$ cat config.mk
export PLATFORM = sky130hd
export DESIGN_NAME = arsg_ctrl
export DESIGN_NICKNAME = d
export VERILOG_FILES = /design/src/design/arsg_pkg.sv /design/src/design/arsg_ctrl.sv
export SDC_FILE = /design/constraint.sdc
export NUM_CORES = 1
export LEC_CHECK = 0
export BUFFER_PORTS_ARGS = -buffer_cell sky130_fd_sc_hd__buf_2
export CORE_MARGIN = 2
export CORE_UTILIZATION = 53
export DETAILED_ROUTE_END_ITERATION = 12
export PLACE_DENSITY = 0.84
export SYNTH_ARGS = -nofsm -noshare
export SYNTH_HDL_FRONTEND = slang
export SYNTH_SLANG_ARGS = --single-unit
$ cat constraint.sdc
create_clock -name clock -period 4.5 [get_ports clock]
set_input_delay 0.45 -clock clock [delete_from_list [all_inputs] [get_ports clock]]
set_output_delay 0.45 -clock clock [all_outputs]
set_load 0.01 [all_outputs]
$ cat src/design/arsg_pkg.sv
// Package for the attitude/rate sample gate: codes, widths, beat types.
// No dependencies; used by the interfaces and every module.
package arsg_pkg;

   localparam int SeqWidthDefault = 32;

   localparam logic [1:0] ACT_ROT = 2'd0;
   localparam logic [1:0] ACT_GYRO = 2'd1;
   localparam logic [1:0] ACT_SAMPLE = 2'd2;

   localparam logic [2:0] ST_OK = 3'd0;
   localparam logic [2:0] ST_INVALID = 3'd1;
   localparam logic [2:0] ST_REPEATED = 3'd2;
   localparam logic [2:0] ST_INCOMPLETE = 3'd3;
   localparam logic [2:0] ST_STALE = 3'd4;
   localparam logic [2:0] ST_SKEW = 3'd5;

   localparam logic [3:0] REG_MAX_AGE = 4'd0;
   localparam logic [3:0] REG_MAX_SKEW = 4'd4;
   localparam logic [3:0] REG_MIN_NORM = 4'd8;
   localparam logic [3:0] REG_MAX_NORM = 4'd12;

   localparam logic [31:0] MaxAgeReset = 32'd20000;
   localparam logic [31:0] MaxSkewReset = 32'd5000;
   localparam logic [30:0] MinNormReset = 31'd241591910;
   localparam logic [30:0] MaxNormReset = 31'd295279001;

   localparam logic [31:0] QOne = 32'h4000_0000;

   typedef struct packed {
      logic [1:0] action;
      logic signed [31:0] quat_w;
      logic signed [31:0] quat_x;
      logic signed [31:0] quat_y;
      logic signed [31:0] quat_z;
      logic [7:0] report_accuracy;
      logic [63:0] time_us;
      logic signed [31:0] rate_x;
      logic signed [31:0] rate_y;
      logic signed [31:0] rate_z;
   } req_type;

   typedef struct packed {
      logic [2:0] status;
      logic [31:0] sequence_number;
      logic [63:0] sample_time_us;
      logic signed [31:0] out_w;
      logic signed [31:0] out_x;
      logic signed [31:0] out_y;
      logic signed [31:0] out_z;
      logic signed [31:0] out_rate_x;
      logic signed [31:0] out_rate_y;
      logic signed [31:0] out_rate_z;
      logic [7:0] out_accuracy;
      logic sample_valid;
   } rsp_type;

   // Controller -> datapath commands
   typedef struct packed {
      logic load;        // capture request beat
      logic sq_step;     // accumulate one square (index in sq_idx)
      logic [1:0] sq_idx;
      logic sqrt_init;
      logic sqrt_step;
      logic div_init;    // start divide of component div_idx
      logic div_step;
      logic [1:0] div_idx;
      logic div_store;   // write quotient to staging
      logic commit_rot;
      logic commit_gyro;
      logic dot_step;
      logic [1:0] dot_idx;
      logic emit;
      logic [2:0] status;
      logic rsp_load;
   } cmd_type;

   // Datapath -> controller status
   typedef struct packed {
      logic [1:0] action;
      logic time_zero;
      logic rot_repeat;
      logic gyro_repeat;
      logic norm_bad;
      logic incomplete;
      logic stale;
      logic skew_bad;
   } stat_type;

endpackage

$ cat src/design/arsg_ctrl.sv
// Sequencer for the sample gate: walks checks, squares, root, divides, dot products.
// Depends on arsg_pkg.
module arsg_ctrl (
   input logic clock,
   input logic reset,
   input logic req_valid,
   output logic req_ready,
   output logic rsp_valid,
   input logic rsp_ready,
   input arsg_pkg::stat_type stat,
   output arsg_pkg::cmd_type cmd
);
   import arsg_pkg::*;

   localparam logic [2:0] S_IDLE = 3'd0;
   localparam logic [2:0] S_DECIDE = 3'd1;
   localparam logic [2:0] S_SQ = 3'd2;
   localparam logic [2:0] S_SQRT = 3'd3;
   localparam logic [2:0] S_DIV = 3'd4;
   localparam logic [2:0] S_DOT = 3'd5;
   localparam logic [2:0] S_FIN = 3'd6;
   localparam logic [2:0] S_EMIT = 3'd7;

   logic [2:0] state_ff, state_in;
   logic [5:0] cnt_ff, cnt_in;
   logic [1:0] idx_ff, idx_in;
   logic rsp_valid_ff, rsp_valid_in;

   assign req_ready = (state_ff == S_IDLE) && (!rsp_valid_ff || rsp_ready);
   assign rsp_valid = rsp_valid_ff;

   always_comb begin
      state_in = state_ff;
      cnt_in = cnt_ff;
      idx_in = idx_ff;
      rsp_valid_in = rsp_valid_ff && !rsp_ready;
      cmd = '0;
      cmd.sq_idx = idx_ff;
      cmd.div_idx = idx_ff;
      cmd.dot_idx = idx_ff;
      unique case (state_ff)
         S_IDLE: begin
            if (req_valid && req_ready) begin
               cmd.load = 1'b1;
               state_in = S_DECIDE;
            end
         end
         S_DECIDE: begin
            idx_in = 2'd0;
            cnt_in = '0;
            if (stat.action == ACT_ROT) begin
               if (stat.time_zero) begin
                  cmd.status = ST_INVALID;
                  state_in = S_FIN;
               end else if (stat.rot_repeat) begin
                  cmd.status = ST_REPEATED;
                  state_in = S_FIN;
               end else begin
                  state_in = S_SQ;
               end
            end else if (stat.action == ACT_GYRO) begin
               if (stat.time_zero) cmd.status = ST_INVALID;
               else if (stat.gyro_repeat) cmd.status = ST_REPEATED;
               else begin
                  cmd.status = ST_OK;
                  cmd.commit_gyro = 1'b1;
               end
               state_in = S_FIN;
            end else if (stat.action == ACT_SAMPLE) begin
               if (stat.incomplete) begin
                  cmd.status = ST_INCOMPLETE;
                  state_in = S_FIN;
               end else if (stat.stale) begin
                  cmd.status = ST_STALE;
                  state_in = S_FIN;
               end else if (stat.skew_bad) begin
                  cmd.status = ST_SKEW;
                  state_in = S_FIN;
               end else begin
                  state_in = S_DOT;
               end
            end else begin
               cmd.status = ST_INVALID;
               state_in = S_FIN;
            end
         end
         S_SQ: begin
            cmd.sq_step = 1'b1;
            idx_in = idx_ff + 2'd1;
            if (idx_ff == 2'd3) state_in = S_SQRT;
         end
         S_SQRT: begin
            if (cnt_ff == 6'd0) begin
               if (stat.norm_bad) begin
                  cmd.status = ST_INVALID;
                  state_in = S_FIN;
               end else begin
                  cmd.sqrt_init = 1'b1;
                  cnt_in = 6'd1;
               end
            end else begin
               cmd.sqrt_step = 1'b1;
               cnt_in = cnt_ff + 6'd1;
               if (cnt_ff == 6'd32) begin
                  cnt_in = '0;
                  idx_in = 2'd0;
                  state_in = S_DIV;
               end
            end
         end
         S_DIV: begin
            // per component: init, 32 quotient steps, store
            if (cnt_ff == 6'd0) begin
               cmd.div_init = 1'b1;
               cnt_in = 6'd1;
            end else if (cnt_ff <= 6'd32) begin
               cmd.div_step = 1'b1;
               cnt_in = cnt_ff + 6'd1;
            end else begin
               cmd.div_store = 1'b1;
               cnt_in = '0;
               idx_in = idx_ff + 2'd1;
               if (idx_ff == 2'd3) begin
                  cmd.commit_rot = 1'b1;
                  cmd.status = ST_OK;
                  state_in = S_FIN;
               end
            end
         end
         S_DOT: begin
            cmd.dot_step = 1'b1;
            idx_in = idx_ff + 2'd1;
            if (idx_ff == 2'd3) state_in = S_EMIT;
         end
         S_EMIT: begin
            // last product is registered by now; fold it in and mark the sample
            cmd.emit = 1'b1;
            cmd.status = ST_OK;
            state_in = S_FIN;
         end
         S_FIN: begin
            cmd.rsp_load = 1'b1;
            rsp_valid_in = 1'b1;
            state_in = S_IDLE;
         end
         default: state_in = S_IDLE;
      endcase
   end

   always_ff @(posedge clock) begin
      if (reset) begin
         state_ff <= S_IDLE;
         cnt_ff <= '0;
         idx_ff <= '0;
         rsp_valid_ff <= 1'b0;
      end else begin
         state_ff <= state_in;
         cnt_ff <= cnt_in;
         idx_ff <= idx_in;
         rsp_valid_ff <= rsp_valid_in;
      end
   end
endmodule

==> results.toml <==
[synth]
avgSynthCellArea_um2 = 7.216
mappedNetlistNets = 158
syn_area_um2 = 1025
ys.flop_type = "dfxtp_1"
yosysTopAreaCell = "dfxtp_1"
synth_top_family_by_area = "simple AND/OR/NAND/NOR gates"
synth.top_cells.by_area = "dfxtp_1 (23%), nor3_1 (5.9%), nor2_1 (4.8%), a21oi_1 (4.4%), o21ai_0 (4.4%)"
synthAdderAreaFrac_pct = 3.663
synth-edff-count = 0
syn_inst = 142
ys_warn_count = 0
synthXorXnorAreaFrac_pct = 1.709
synth_mux_area_share_pct = 0
async_flop_share_pct = 0
synthSimpleGateAreaFrac_pct = 34.07
yosysSeqAreaShare_pct = 23.44
synth_top_area_share_pct = 23.44
synth-seq-cells = 12
synth_compound_area_share_pct = 27.47
synth_cell_types = 46

[clocking]
clk_path_buf_depth = 2
cts_root_buffer = "clkbuf_4"
cts_resized = 0
ctsHoldBuffers = 0
cts_tree = "built"
cts_setup_buffers = 0
cts_made_buffers = 3
h-tree-depth = 1
cts_sinks = 12
clock_latency_ns = 0.28
clk_pin_slew_ns = 0.08

[routing]
postRouteAntennaNets = 0
drt-wirelength-per-cell_um = 12.87
avgViaCountPerCell = 5.949
dr.pass1.iters = 4
route.detailed.drc = 0
first_iter_violations = 24
vias = 1160
routed_wl_mm = 2.509

[layout]
regArea_um2 = 240.2
area_delta_synth_final_pct = 17.34
multi_input_area_um2 = 685.7
fin_cells = 195
fillers = 156
antenna-diode-count = 0
layout-drive-gt1-share_pct = 26.47
final_nets = 187

[timing]
fin_ws_ns = 2.073
max_slew_margin_pct = 48.52
fmax_ghz = 0.4120
finClkSkew_ns = 0.002241
finalSetupViolCount = 0
rsz0062_at_grt = "false"
period_share_pct = 53.93
holdWs_ns = 0.5013
tns_ns = 0
slew_viol_final = 0
post-route-min-period_ns = 2.427
final_hold_viol_count = 0
worst_pin_slew_ns = 0.7675

[critical_path]
endpoint_kind = "primary output"
crit_chain = "inv_1 -> ha_1 -> nor4b_4 -> and2_2 -> nand3_1 -> o31ai_1 -> buf_2"
path_max_fanout = 10
cp_slowest_stage_delay_ns = 0.45
start_kind = "register"
cp.required_ns = 4.05
cp_slowest_cell = "nor4b_4"
critPathKind = "register to primary output"
crit_arrival_ns = 1.98

[global_route]
use_met1_pct = 26.28
track_usage_pct = 23.67
grt_pass1_vias = 957
grt_max_degree = 16
antenna_found_initial = 0
busiest_layer = "met2"
grt_pass1_wl_mm = 3.905
grt_util_met2_pct = 43.20
grt-ovfl-total = 0
met3_usage_pct = 7.925

[power]
peakVddDrop_uv = 346.2
p_leak_nw = 0.5280
p_total_mw = 0.5302
power_density_nw_per_um2 = 441.0

[placement]
hpwl_mm = 1.953
portBuffers = 35
post-place-ws_ns = 2.358
routabilityCongestion = 0.8563
dp.cells = 191

[run_status]
outcome = "finished, final reports clean"

[die]
core-area_um2 = 1764
rows = 15
die-area_um2 = 2301
fp.dieW_um = 47.97
initial_core_util_pct = 58.09
die_y_um = 47.97
ios = 36

[hold_path]
hp-class = "input port to register"

[flow_run]
maxCapViolations = 0
[flip-flops by register name, summed over array words and instances, names as in the netlist]
signal / count
cnt_ff: 6
idx_ff: 2
rsp_valid: 1
state_ff: 3
[critical path: cells and delay by family, from the launching register on]
| family | cells | cell delay (ns) |
|---|---|---|
| AOI/OAI and AO/OA | 1 | 0.08 |
| adders and majority gates | 1 | 0.15 |
| buffers and inverters | 2 | 0.25 |
| DFF | 1 | 0.38 |
| and+or+nand+nor | 3 | 0.85 |
[synth_stat cells (all sizes together), types with 2 or more instances]
cell type / number
a211oi: 2
a21oi: 10
a22o: 2
a31oi: 2
and2: 3
buf: 6
clkbuf: 5
dfxtp: 12
ha: 3
inv: 8
nand2: 12
nand2b: 5
nand3: 4
nand3b: 2
nor2: 13
nor2b: 5
nor3: 12
nor4b: 2
o21a: 2
o21ai: 9
o32ai: 2
or3b: 2
xnor2: 2
[cell type report]
type,count,area share [%]
inverter,9,2.810
timing repair buffer,35,14.57
clock buffer,4,3.018
multi-input combinational,110,57.02
tap,25,2.601
sequential,12,19.98
[power breakdown]
part / total, mW / internal, mW / leakage, nW / switching, mW
Clock: 0.0882 / 0.0493 / 0.0210 / 0.0389
Combinational: 0.277 / 0.117 / 0.410 / 0.159
Sequential: 0.165 / 0.123 / 0.0973 / 0.0427
Total: 0.530 / 0.289 / 0.528 / 0.241
[worst paths after layout]
check	start	endpoint	slack, ns	cells after the start
max	cnt_ff[0]	cmd[1]	2.07	7
min	rsp_ready	rsp_valid	0.50	3
max reg2reg	cnt_ff[0]	cnt_ff[2]	2.32	6
min reg2reg	cnt_ff[1]	cnt_ff[1]	0.52	2
[cells in the final DEF (no fill, tap or decap), drive strengths merged, types with 4 or more instances in the layout]
cell / count
a21oi: 10
nand2b: 5
nor3: 12
nand3: 4
inv: 8
o21ai: 9
nor2b: 5
nor2: 13
nand2: 12
dfxtp: 12
buf: 35
clkbuf: 4
[per-stage QoR]
step                utilization, %  area (um^2)
detailed placement           66.10         1166
floorplan                        -         1025
global placement             66.10         1166
CTS                          68.16         1202
finish                       68.16         1202
global route                 68.16         1202
[layer usage]
layer	wire length, um	share of wire [%]
met5	0	0
met1	1070	43
met4	12	0.48
met3	167	6.7
met2	1258	50
[kinds of logic (layout without fill, tap and decap cells)]
logic type      count (synthesis)  after routing
compound gates                 41             41
xor+xnor                        2              2
fa+ha+maj                       3              3
buf+inv                        20             48
flops                          12             12
simple gates                   64             64
(Power assumes the default switching activity.)
